### src/rtl/mwr_pkg.sv
// Package for the Microwire EEPROM read master: item types, sequencer phases
// and serial framing constants. No dependencies.
`default_nettype none

package mwr_pkg;

   localparam int DATA_BITS = 16;

   // read cycles include the leading dummy zero; two ticks per cycle
   localparam logic [5:0] READ_LEN   = 6'(2 * (DATA_BITS + 1));
   localparam logic [5:0] CMD_LEN    = 6'd6;
   localparam logic [5:0] SELECT_LEN = 6'd1;
   localparam logic [5:0] DESEL_LEN  = 6'd3;

   // start bit and READ opcode, sent MSB first
   localparam logic [2:0] OPCODE = 3'b110;

   localparam logic [3:0] ADDRESS_BITS_RESET = 4'd6;

   typedef enum logic [2:0] {
      PH_IDLE   = 3'd0,
      PH_SELECT = 3'd1,
      PH_CMD    = 3'd2,
      PH_ADDR   = 3'd3,
      PH_READ   = 3'd4,
      PH_DESEL  = 3'd5
   } phase_type;

   typedef struct packed {
      logic       start_request;
      logic [7:0] start_address;
      logic [8:0] word_count;
      logic       data_in;
   } req_type;

   typedef struct packed {
      logic        chip_select;
      logic        serial_clock;
      logic        data_out;
      logic        word_valid;
      logic [15:0] word_data;
      logic [7:0]  word_offset;
      logic        last_word;
      logic        busy_res;
   } rsp_type;

endpackage

`default_nettype wire

### src/rtl/mwr_sequencer.sv
// Tick sequencer: burst state registers and the per-tick pin/word logic.
// Depends on mwr_pkg.
`default_nettype none

module mwr_sequencer (
   input  wire logic            clock,
   input  wire logic            reset,
   input  wire logic            fire,
   input  wire mwr_pkg::req_type item,
   input  wire logic [3:0]      address_bits,
   output mwr_pkg::rsp_type     result
);

   mwr_pkg::phase_type                phase_ff, phase_in;
   logic [5:0]                        bit_step_ff, bit_step_in;
   logic [mwr_pkg::DATA_BITS-1:0]     shift_word_ff, shift_word_in;
   logic [7:0]                        address_ff, address_in;
   logic [8:0]                        words_left_ff, words_left_in;
   logic [7:0]                        offset_ff, offset_in;

   logic                              start;
   mwr_pkg::phase_type                e_phase, next_phase;
   logic [5:0]                        e_step, step_inc, len;
   logic [4:0]                        pos, ab5, idx;
   logic [1:0]                        opos;

   always_comb begin
      start = (phase_ff == mwr_pkg::PH_IDLE) && item.start_request && (item.word_count != 9'd0);

      e_phase       = start ? mwr_pkg::PH_SELECT : phase_ff;
      e_step        = start ? 6'd0 : bit_step_ff;
      address_in    = start ? item.start_address : address_ff;
      words_left_in = start ? item.word_count : words_left_ff;
      offset_in     = start ? 8'd0 : offset_ff;

      phase_in      = e_phase;
      bit_step_in   = e_step;
      shift_word_in = shift_word_ff;
      result        = '0;
      len           = 6'd0;
      next_phase    = mwr_pkg::PH_IDLE;
      step_inc      = e_step + 6'd1;
      pos           = e_step[5:1];
      ab5           = {1'b0, address_bits};
      idx           = 5'd0;
      opos          = (e_step[2:1] > 2'd2) ? 2'd2 : e_step[2:1];

      case (e_phase)
         mwr_pkg::PH_SELECT: begin
            result.chip_select  = 1'b1;
            result.serial_clock = 1'b1;
            shift_word_in       = '0;
            len                 = mwr_pkg::SELECT_LEN;
            next_phase          = mwr_pkg::PH_CMD;
         end
         mwr_pkg::PH_CMD: begin
            result.chip_select  = 1'b1;
            result.serial_clock = e_step[0];
            result.data_out     = mwr_pkg::OPCODE[2'd2 - opos];
            len                 = mwr_pkg::CMD_LEN;
            next_phase          = (address_bits != 4'd0) ? mwr_pkg::PH_ADDR : mwr_pkg::PH_READ;
         end
         mwr_pkg::PH_ADDR: begin
            // MSB first; bits above bit 7 of the address go out as zero
            idx                 = (pos < ab5) ? (ab5 - 5'd1 - pos) : 5'd0;
            result.chip_select  = 1'b1;
            result.serial_clock = e_step[0];
            result.data_out     = (idx[4:3] == 2'd0) ? address_in[idx[2:0]] : 1'b0;
            len                 = {1'b0, address_bits, 1'b0};
            next_phase          = mwr_pkg::PH_READ;
         end
         mwr_pkg::PH_READ: begin
            result.chip_select  = 1'b1;
            result.serial_clock = e_step[0];
            len                 = mwr_pkg::READ_LEN;
            next_phase          = mwr_pkg::PH_DESEL;
            if (!e_step[0]) begin
               shift_word_in = {shift_word_ff[mwr_pkg::DATA_BITS-2:0], item.data_in};
            end else if (step_inc == mwr_pkg::READ_LEN) begin
               result.word_valid  = 1'b1;
               result.word_data   = 16'(shift_word_ff);
               result.word_offset = offset_in;
               result.last_word   = (words_left_in == 9'd1);
               address_in         = address_in + 8'd1;
               offset_in          = offset_in + 8'd1;
               words_left_in      = words_left_in - 9'd1;
            end
         end
         mwr_pkg::PH_DESEL: begin
            result.serial_clock = (e_step == 6'd1);
            len                 = mwr_pkg::DESEL_LEN;
            next_phase          = (words_left_in != 9'd0) ? mwr_pkg::PH_SELECT : mwr_pkg::PH_IDLE;
         end
         default: begin
            phase_in    = mwr_pkg::PH_IDLE;
            bit_step_in = 6'd0;
         end
      endcase

      if (phase_in != mwr_pkg::PH_IDLE) begin
         result.busy_res = 1'b1;
         if (step_inc >= len) begin
            phase_in    = next_phase;
            bit_step_in = 6'd0;
         end else begin
            bit_step_in = step_inc;
         end
      end
   end

   always_ff @(posedge clock) begin
      if (reset) begin
         phase_ff      <= mwr_pkg::PH_IDLE;
         bit_step_ff   <= 6'd0;
         shift_word_ff <= '0;
         address_ff    <= 8'd0;
         words_left_ff <= 9'd0;
         offset_ff     <= 8'd0;
      end else if (fire) begin
         phase_ff      <= phase_in;
         bit_step_ff   <= bit_step_in;
         shift_word_ff <= shift_word_in;
         address_ff    <= address_in;
         words_left_ff <= words_left_in;
         offset_ff     <= offset_in;
      end
   end

endmodule

`default_nettype wire

### src/rtl/microwire_eeprom_read_master_core.sv
// Microwire EEPROM read master top level: input item register, tick
// sequencer, result register, address-width register. Depends on mwr_pkg.
//
// Each input item is one half-bit tick of the serial clock and yields exactly
// one result item with the pin levels for that tick, plus a completed word on
// the clock-high tick of the last read cycle. One item is taken every cycle
// while the result is not stalled; an accepted item is held in the input
// register, and the sequencer's state update loads its result item into the
// result register. A stalled result holds the input register and stalls
// the input. A start request is honored only when idle and with a non-zero
// count; its tick is already the select tick. A word costs 1 + 6 +
// 2*address_bits + 34 + 3 ticks. address_bits may be written only while no
// item is in flight.
`default_nettype none

module microwire_eeprom_read_master_core (
   input  wire logic             clock,
   input  wire logic             reset,
   input  wire logic             req_valid,
   output logic                  req_stall,
   input  wire mwr_pkg::req_type req_data,
   output logic                  rsp_valid,
   input  wire logic             rsp_stall,
   output mwr_pkg::rsp_type      rsp_data,
   input  wire logic             csr_valid,
   output logic                  csr_ready,
   input  wire logic [3:0]       csr_data
);

   logic              in_valid_ff;
   mwr_pkg::req_type  in_data_ff;
   logic              out_valid_ff;
   mwr_pkg::rsp_type  out_data_ff;
   logic [3:0]        address_bits_ff;
   logic              out_adv, fire;
   mwr_pkg::rsp_type  result;

   assign out_adv   = !out_valid_ff || !rsp_stall;
   assign fire      = in_valid_ff && out_adv;
   assign req_stall = in_valid_ff && !out_adv;
   assign csr_ready = 1'b1;
   assign rsp_valid = out_valid_ff;
   assign rsp_data  = out_data_ff;

   always_ff @(posedge clock) begin
      if (reset) begin
         in_valid_ff <= 1'b0;
      end else if (!req_stall) begin
         in_valid_ff <= req_valid;
      end
   end

   always_ff @(posedge clock) begin
      if (req_valid && !req_stall) begin
         in_data_ff <= req_data;
      end
   end

   always_ff @(posedge clock) begin
      if (reset) begin
         out_valid_ff <= 1'b0;
      end else if (out_adv) begin
         out_valid_ff <= fire;
      end
   end

   always_ff @(posedge clock) begin
      if (fire) begin
         out_data_ff <= result;
      end
   end

   always_ff @(posedge clock) begin
      if (reset) begin
         address_bits_ff <= mwr_pkg::ADDRESS_BITS_RESET;
      end else if (csr_valid && csr_ready) begin
         address_bits_ff <= csr_data;
      end
   end

   mwr_sequencer u_sequencer (
      .clock        (clock),
      .reset        (reset),
      .fire         (fire),
      .item         (in_data_ff),
      .address_bits (address_bits_ff),
      .result       (result)
   );

endmodule

`default_nettype wire

### config.mk
export PLATFORM = sky130hd
export DESIGN_NAME = microwire_eeprom_read_master_core
export DESIGN_NICKNAME = d
export VERILOG_FILES = /design/src/rtl/mwr_pkg.sv /design/src/rtl/mwr_sequencer.sv /design/src/rtl/microwire_eeprom_read_master_core.sv
export SDC_FILE = /design/constraint.sdc
export NUM_CORES = 1
export LEC_CHECK = 0
export BUFFER_PORTS_ARGS = -buffer_cell sky130_fd_sc_hd__buf_2
export CORE_UTILIZATION = 50
export CTS_BUF_LIST = sky130_fd_sc_hd__clkbuf_4
export DETAILED_ROUTE_END_ITERATION = 7
export PLACE_DENSITY = 0.7
export SLEW_MARGIN = 10
export SYNTH_ARGS = -nofsm -noshare
export SYNTH_HDL_FRONTEND = slang
export SYNTH_SLANG_ARGS = --single-unit
### constraint.sdc
create_clock -name clock -period 4.85 [get_ports clock]
set_clock_uncertainty 0.15 [all_clocks]
set_input_delay 0 -clock clock [delete_from_list [all_inputs] [get_ports clock]]
set_output_delay 0 -clock clock [all_outputs]
set_load 0.01 [all_outputs]
# Word level (Yosys, flattened, before mapping)
# Index checks and enable logic that the tools add are counted.
# op_classes
n_addsub	7
n_lt_le_gt_ge	5
n_eq_ne	9
n_mux	38
n_reduce_logical	23
# op_table
cell	count
8-bit two-way mux	8
9-bit two-way mux	4
16-bit one-hot mux with 2 select lines	1
6-bit one-hot mux with 5 select lines	1
26-bit two-way mux	1
6-bit two-way mux	4
9-bit nonzero test	2
8-bit by 1-bit adder with 8-bit output, second input constant	2
16-bit two-way mux	1
3-bit two-way mux	5
3-bit one-hot mux with 5 select lines	1
9-bit by 1-bit == test with 1-bit output, second input constant	1
9-bit by 1-bit subtractor with 9-bit output, second input constant	1
6-bit by 1-bit adder with 6-bit output, second input constant	1
3-bit by 2-bit == test with 1-bit output, second input constant	2
3-bit == test, second input constant	2
6-bit by 1-bit == test with 1-bit output, second input constant	1
6-bit == test, second input constant	1
6-bit greater-or-equal comparator	1
1-bit two-way mux	6
3-bit AND reduction	2
1-bit logical AND	5
5-bit by 4-bit < comparator with 1-bit output	1
5-bit two-way mux	1
24 further kinds	27
# word_totals
reg_bits	105
in_bits	28
out_inout_bits	33
word_cells	103

# Logic depth before layout (Yosys ltp)
# Gate-level depths: netlist (run 1).
# depth
depth_word	10
mapped_depth	18
depth_no_buf	14

# By module
# From an unflattened synthesis (run 1), not the netlist that was laid out.
# hier_totals
hier_cells	610
area_unflattened_um2	5699.2
# modules_own_cells
mod	instances	cells_per_inst	area_per_inst_um2	seq_area_each_um2
mwr_sequencer	1	537	4001.3	1001.0
microwire_eeprom_read_master_core	1	73	1697.9	1591.5

# Least setup slack after synthesis (run 1)
# Ideal clock, no wire load.
# synth_path
path_kind	register to register
startpoint	register in_data_ff[5] (netlist bit)
endpoint	register u_sequencer.phase_ff[0]
setup_ns	0.128
t_arrival_ns	4.016
t_required_ns	4.572
setup_slack_ns	0.556
path_stages_with_launch	19
n_path_buf	4
synth_period_minus_slack_ns	4.294
cell_sequence	edfxtp_1 > or4_1 > o31ai_1 > buf_2 > clkbuf_1 > nand2_1 > inv_1 > ha_1 > clkbuf_1 > nand3_1 > xor2_1 > nor2_1 > ha_1 > nand3_1 > nand2_1 > a41oi_1 > clkbuf_1 > mux2i_1 > a211oi_1
# synth_between
elab_chain_len	8
word_cells_on_any_way	21
classes_between	add/sub (1); order compare (1); eq/ne (5); mux (9); reduce/logical (5)
# synth_lines
element	line_no	text
from (decl)	microwire_eeprom_read_master_core.sv:31	mwr_pkg::req_type in_data_ff;
from (signal assigned)	microwire_eeprom_read_master_core.sv:55	in_data_ff <= req_data;
branches (longest 7 deep; another with 6-bit by 1-bit adder with 6-bit output)	--	
3-bit two-way mux *	mwr_sequencer.sv:100	if (phase_in != mwr_pkg::PH_IDLE) begin
to (signal assigned)	mwr_sequencer.sv:113	phase_ff <= mwr_pkg::PH_IDLE;
to (signal assigned)	mwr_sequencer.sv:120	phase_ff <= phase_in;
to (decl)	mwr_sequencer.sv:14	mwr_pkg::phase_type phase_ff, phase_in;
# Mark *: on every way between the ends.
# A chain may end at the register's enable or synchronous reset.

# Worst setup path after layout (run 1)
# layout_path
startpoint	register in_data_ff[5] (netlist bit)
endpoint	register u_sequencer.bit_step_ff[4]
# layout_between
elab_chain_len	8
word_cells_on_any_way	18
classes_between	add/sub (1); order compare (1); eq/ne (5); mux (7); reduce/logical (4)
# layout_lines
element	line_no	text
9-bit nonzero test *	mwr_sequencer.sv:28	start = (phase_ff == mwr_pkg::PH_IDLE) && item.start_request && (item.word_count != 9'd0);
1-bit logical AND *	mwr_sequencer.sv:28	
branches (longest 5 deep; another with 6-bit by 1-bit adder with 6-bit output)	--	
6-bit two-way mux *	mwr_sequencer.sv:100	
to (signal assigned)	mwr_sequencer.sv:121	bit_step_ff <= bit_step_in;
to (decl)	mwr_sequencer.sv:15	logic [5:0] bit_step_ff, bit_step_in;
# Marks and branches as above.

==> results by group, run 1 <==
Global route
  • Antenna violations before repair: 0
  • Vias in the first global route: 4473
  • Largest net degree at the start of global routing: 51
  • Global-route wire length before repair: 21200 µm
  • Gr usage total: a little under a quarter
  • Grt total ovfl: 0

CTS
  • Clk slew on worst S/H paths: ~0.18 ns
  • Post-CTS Resized: 0
  • Clock buffer count from CTS: 9
  • Clk Latency, worst-skew pair: 0.47 ns
  • Clk sink count: 105
  • Clock root buffer: clkbuf_4
  • Bufs on Longest Clock Path: 2
  • Depth of the CTS H-tree: 3
  • CTS tree: done

Worst setup path
  • CP required: 5.09 ns
  • Worst reg2reg path depth: 15
  • Critical Path Start Type: flip-flop
  • CP max FO: 7
  • R2r setup slk: 0.52 ns
  • Worst r2r src: in_data_ff[5]
  • Critical Path Sink: u_sequencer.bit_step_ff[4]
  • Crit path kind: flip-flop to flip-flop
  • Critical path arrival: roughly 4.6 ns
  • R2r endpoint: u_sequencer.bit_step_ff[4]
  • CP endpoint kind: flip-flop
  • Critical path startpoint: in_data_ff[5]

Detailed routing
  • 1st-pass router iterations: 5
  • Initial drt markers: 370
  • Total routed wirelength: 12800 µm
  • Final ANT Viol Nets: 0
  • Vias: between 4000 and 5000
  • DRC viols: 0
  • Via/cell ratio: 5.77
  • Drt wl/cell: about 16 µm

Floorplanning
  • Core area: 10900 µm²
  • Full die area: 11600 µm²
  • # rows: 38
  • Die X: between 100 and 150 µm
  • # IOs: 61
  • Die height: 108 µm
  • Starting Density: 51.4%

Finish
  • Number of diodes: 0
  • Final #Nets: 722
  • Syn-to-layout area delta: 15.4%
  • Leading cell type in the layout, fill and taps excluded: buf_2
  • Post-route cell area: 6460 µm²
  • Layout cells sized above 1: 15.2%
  • Most frequent cells in the layout: buf_2 (59), nand2_1 (58), dfxtp_1 (56), a21oi_1 (52), edfxtp_1 (49)

STA
  • Fin. max-slew vios: 0
  • Final setup margin: 0.522 ns
  • Setup TNS: 0 ns
  • Period Utilization, post-route: 89.2%
  • Min Tclk post-route: ~4.3 ns
  • Final Setup Violations: 0
  • Final Hold Viols: 0
  • Slew HR: roughly 34%
  • Tightest Pin Transition: 0.989 ns
  • Unrepaired setup endpoints after global routing: no
  • Fmax: 231 MHz

Synthesis
  • Cell variety after synth: 64
  • YS warnings: 0
  • Synth Cell Area: 5600 µm²
  • Synth area leaders: edfxtp_1 (26%), dfxtp_1 (20%), ha_1 (4.7%)
  • Synth top area share: a little over a quarter
  • Cell taking the most area after synthesis: edfxtp_1
  • Syn nets: approximately 650
  • Yosys reg bits: 105
  • Seq/Total Area, Yosys: around 46%
  • Synth Flop Type: dfxtp_1
  • Mapped Cells: ~600
  • Async SR Flop Fraction: 0%
  • Number of synthesized flops with an enable pin: 49
  • Syn avg cell area: 9.36 µm²

Place
  • Placed Area: 5990 µm²
  • IO buf count: 59
  • Post-Place Worst Slack: 0.520 ns
  • Hpwl dp: about 8500 µm
  • Final Wtd Congestion: 0.925

Status
  • Status: finished, final reports clean

Flow run
  • Maxcap violations: 0

Power
  • Power density cells: 282 nW/µm²
  • Leakage power: 0.00238 µW
  • Max IR drop VDD: 196 µV

Hold path
  • Hold Crit Class: primary input to flip-flop
-- logic make-up after synthesis --
kind of cell    synth area share (%)
simple gates                    23.1
fa+ha+maj                       5.05
compound gates                  15.4
xor+xnor                        2.03
buf+inv                         4.47
flops                           46.3
mux                             3.51
other cells                   0.0670
-- critical path, cell delays in order (launching register included) --
cell and delay (ns):
edfxtp_1 0.46, or4_1 0.64, o31ai_2 0.43, nand2_1 0.23, inv_1 0.10, ha_1 0.29
nand3_1 0.17, xor2_1 0.26, nor2_1 0.08, ha_1 0.31, nand3_1 0.07, nand2_1 0.06
a41oi_1 0.51, buf_4 0.26, nand3_1 0.08, a21oi_1 0.16
-- flip-flops by register name (all words and copies together) (netlist names) --
register,count
address_bits_ff,4
in_data_ff,19
in_valid_ff,1
rsp_data,30
rsp_valid,1
u_sequencer.address_ff,8
u_sequencer.bit_step_ff,6
u_sequencer.offset_ff,8
u_sequencer.phase_ff,3
u_sequencer.shift_word_ff,16
u_sequencer.words_left_ff,9
-- layout make-up --
class	instances	area (µm²)
Clock inverter	7	80.1
Tap cell	140	175
Multi-Input combinational cell	433	2770
Timing Repair Buffer	103	706
Inverter	20	75.1
Fill cell	926	4430
Clock buffer	9	67.6
Sequential cell	105	2590
-- how the worst min path moves through the flow --
stage / startpoint / end / slack [ns] / cells past startpoint
detailed placement: req_data[9] / in_data_ff[9] / 0.03 / 1
global route: reset / u_sequencer.offset_ff[6] / 0.02 / 2
floorplan: req_data[0] / in_data_ff[0] / -0.05 / 0
finish: reset / address_bits_ff[3] / 0.01 / 2
CTS: reset / u_sequencer.offset_ff[6] / 0.002 / 2
global placement: req_data[11] / in_data_ff[11] / 0.03 / 1
-- cell usage after synthesis, types with 3 or more instances --
| cell | count |
|---|---|
| a211oi_1 | 3 |
| a21o_1 | 5 |
| a21oi_1 | 52 |
| a22oi_1 | 5 |
| a31oi_1 | 8 |
| a32oi_1 | 4 |
| a41oi_1 | 3 |
| and2_1 | 30 |
| and3_1 | 7 |
| buf_2 | 8 |
| clkbuf_1 | 27 |
| dfxtp_1 | 56 |
| edfxtp_1 | 49 |
| ha_1 | 21 |
| inv_1 | 19 |
| mux2_2 | 3 |
| mux2i_1 | 14 |
| nand2_1 | 58 |
| nand2b_1 | 20 |
| nand3_1 | 45 |
| nand4_1 | 7 |
| nor2_1 | 34 |
| nor3_1 | 9 |
| nor4_1 | 3 |
| o211ai_1 | 6 |
| o21ai_0 | 21 |
| o21ai_1 | 10 |
| or2_2 | 3 |
| or3_1 | 8 |
| or4_1 | 6 |
| xnor2_1 | 8 |
| xor2_1 | 5 |
-- routing by layer --
layer / wire, µm / GRT usage, % / vias to the layer above
met2: 6070 / 38.5 / 157
li1: - / - / 2296
met4: 256 / 9.49 / 0
met5: 0 / 0 / -
met3: 662 / 3.33 / 26
met1: 5820 / 30.4 / 2237
-- repair_timing --
action	CTS	global route
buffers inserted	0	0
hold endpoints to repair	34	0
hold buffers	32	0
-- metrics by stage --
step                power [µW]  util, %  std cells  hold slack (ns)
floorplan                 1260        -        598          -0.0511
global placement          1350     55.0        769           0.0268
detailed placement        1360     55.0        769           0.0281
CTS                       1830     59.3        817          0.00192
global route              1900     59.3        817           0.0236
finish                    1820     59.3        817           0.0122
-- where the power goes --
group,internal (µW),switching [µW],leakage (µW)
Clock,124,331,0.0000761
Combinational,149,218,0.00140
Sequential,967,30.9,0.000905
Total,1240,580,0.00238
No activity file was read; power rests on OpenSTA's default activity.
==> run 2: changes to the inputs <==
--- a/config.mk
+++ b/config.mk
@@ -5,11 +5,10 @@
 export SDC_FILE = /design/constraint.sdc
 export NUM_CORES = 1
 export LEC_CHECK = 0
-export BUFFER_PORTS_ARGS = -buffer_cell sky130_fd_sc_hd__buf_2
 export CORE_UTILIZATION = 50
 export CTS_BUF_LIST = sky130_fd_sc_hd__clkbuf_4
 export DETAILED_ROUTE_END_ITERATION = 7
-export PLACE_DENSITY = 0.7
+export DONT_BUFFER_PORTS = 1
 export SLEW_MARGIN = 10
 export SYNTH_ARGS = -nofsm -noshare
 export SYNTH_HDL_FRONTEND = slang
==> results by group, run 2 (synthesis results as in run 1) <==
Status
  • Status: finished, final reports clean

Worst setup path
  • Critical path arrival: 4.65 ns
  • Critical path's largest stage delay: approximately 0.65 ns
  • Crit path depth: 15
  • R2r endpoint: u_sequencer.phase_ff[1]
  • CP bufs+invs: 2
  • CP max FO: 9
  • Delay-heaviest family, CP: simple AND/OR/NAND/NOR gates
  • Critical path startpoint: in_data_ff[5]
  • Slowest CP cell: or4_1
  • Worst reg2reg path depth: 15
  • R2r setup slk: 0.47 ns
  • Critical Path Sink: u_sequencer.phase_ff[1]
  • CP cell instances: or4_1 > o31ai_2 > nand2_1 > inv_1 > ha_1 > nand3_1 > xor2_1 > nor2_1 > ha_1 > nand3_1 > nand2_1 > a41oi_1 > buf_4 > or4b_1 > a31oi_1
  • CP required: approximately 5 ns
  • Crit path kind: flip-flop to flip-flop
  • CP endpoint kind: flip-flop
  • Critical Path Start Type: flip-flop
  • Worst r2r src: in_data_ff[5]

Floorplanning
  • Core area: 10900 µm²
  • Die height: 108 µm
  • Full die area: 11600 µm²
  • Die X: 108 µm
  • # IOs: 61
  • Starting Density: 51.4%
  • # rows: 38

CTS
  • Bufs on Longest Clock Path: 2
  • Clock root buffer: clkbuf_4
  • Clk sink count: 105
  • Clock buffer count from CTS: 9
  • Clk Latency, worst-skew pair: 0.47 ns
  • Clk slew on worst S/H paths: 0.17 ns
  • Depth of the CTS H-tree: 3
  • Post-CTS setup buffer count: 0
  • CTS tree: done

Detailed routing
  • Final ANT Viol Nets: 0
  • Vias: 4444
  • Via/cell ratio: 5.76
  • Drt wl/cell: about 16 µm
  • Initial drt markers: 370
  • 1st-pass router iterations: 5
  • DRC viols: 0
  • Total routed wirelength: approximately 12000 µm

Finish
  • Most frequent cells in the layout: nand2_1 (58), dfxtp_1 (56), a21oi_1 (52), edfxtp_1 (49), nand3_1 (45)
  • Non-Filler Instances: 771
  • Syn-to-layout area delta: 12.6%
  • Max reg flops: 30
  • Leading cell type in the layout, fill and taps excluded: nand2_1
  • Number of diodes: 0
  • Final #Nets: 676
  • Layout cells sized above 1: 6.97%

Hold path
  • Hold Crit Class: primary input to flip-flop

Power
  • Clock power frac: 25.8%
  • Max IR drop VDD: 142 µV
  • Switching share of power: around 30%
  • Power density cells: 289 nW/µm²
  • Reg power frac: a little under three fifths
  • Internal Power: 1270 µW
  • Leakage power: 0.00223 µW
  • Gate power share: 18.8%
  • NetSw: around 550 µW

STA
  • Period Utilization, post-route: 90.3%
  • Fin. max-slew vios: 0
  • Unrepaired setup endpoints after global routing: no
  • Setup TNS: 0 ns
  • Final Setup Violations: 0
  • Slew HR: between 30% and 40%
  • Fmax: approximately 230 MHz
  • Final Hold Viols: 0
  • Tightest Pin Transition: 0.946 ns
  • Min Tclk post-route: approximately 4.4 ns

Global route
  • Vias in the first global route: 4291
  • Global-route wire length before repair: ~21000 µm
  • Grt total ovfl: 0
  • Gr usage total: about 23%
  • Largest net degree at the start of global routing: 51
  • Antenna violations before repair: 0

Place
  • Dpl cells: just over 700
  • Hpwl dp: just over 8000 µm
  • Final Wtd Congestion: 0.866
  • IO buf count: 0

Flow run
  • Maxcap violations: 0
## run 2: changes by cell type in the layout (fill, tap and decap cells not counted)
cell	previous run	this run
dlygate4sd3_1	32	44
buf_2	59	0
clkbuf_4	9	10
clkinv_1	1	2
buf_12	0	1
clkinv_2	0	1
bufinv_16	0	1
clkinv_8	2	0
clkinvlp_4	1	0
inv_8	2	1
## run 2: layer usage
metal	vias to the layer above	track usage (%)	share of wire, %
li1	2210	-	-
met4	0	8.81	2.0
met2	124	36.8	46
met1	2089	30.2	48
met5	-	0	0
met3	21	5.08	4.4
## run 2: power groups by stage
stage	logic [µW]	registers [µW]	clock network (µW)
global placement	295	1030	0
CTS	338	1010	478
finish	343	1010	470
global route	377	1010	513
floorplan	242	1010	0
detailed placement	300	1030	0
## run 2: area by class of cell
class,instances,area [µm²]
Clock inverter,6,67.6
Timing Repair Buffer,57,551
Sequential cell,105,2590
Tap cell,140,175
Fill cell,927,4590
Inverter,20,75.1
Multi-Input combinational cell,433,2770
Clock buffer,10,75.1
## run 2: what timing repair did
item | 4_1_cts | 5_1_grt
gates resized for setup | 0 | 0
hold endpoints to repair | 94 | 0
hold buffers | 45 | 0
## run 2: worst reg2reg max path, stage by stage, from the launching register on
cell      delay [ns]
edfxtp_1        0.45
or4_1           0.65
o31ai_2         0.54
nand2_1         0.26
inv_1           0.11
ha_1            0.29
nand3_1         0.18
xor2_1          0.27
nor2_1          0.08
ha_1            0.31
nand3_1         0.07
nand2_1         0.07
a41oi_1         0.08
buf_4           0.24
or4b_1          0.46
a31oi_1         0.15
## run 2: worst min-delay path by stage
stage / start / endpoint / slack, ns / cells past startpoint
6_report: req_data[3] / in_data_ff[3] / 0.02 / 1
5_1_grt: req_data[4] / in_data_ff[4] / 0.003 / 1
4_1_cts: req_data[3] / in_data_ff[3] / 0.002 / 1
3_5_place_dp: reset / address_bits_ff[0] / -0.07 / 1
3_3_place_gp: reset / rsp_valid / -0.07 / 1
2_1_floorplan: req_data[0] / in_data_ff[0] / -0.05 / 0
## run 2: metrics by stage
stage / util [%] / power (µW) / hold slack (ns) / setup WS, ns / instance area [µm²]
6_report: 57.9 / 1820 / 0.0237 / 0.469 / 6300
5_1_grt: 57.9 / 1900 / 0.00310 / 0.145 / 6300
4_1_cts: 57.9 / 1820 / 0.00246 / 0.506 / 6300
3_5_place_dp: 52.3 / 1330 / -0.0693 / 0.542 / 5700
3_3_place_gp: 52.3 / 1320 / -0.0716 / 0.727 / 5700
2_1_floorplan: - / 1260 / -0.0511 / 0.556 / 5600
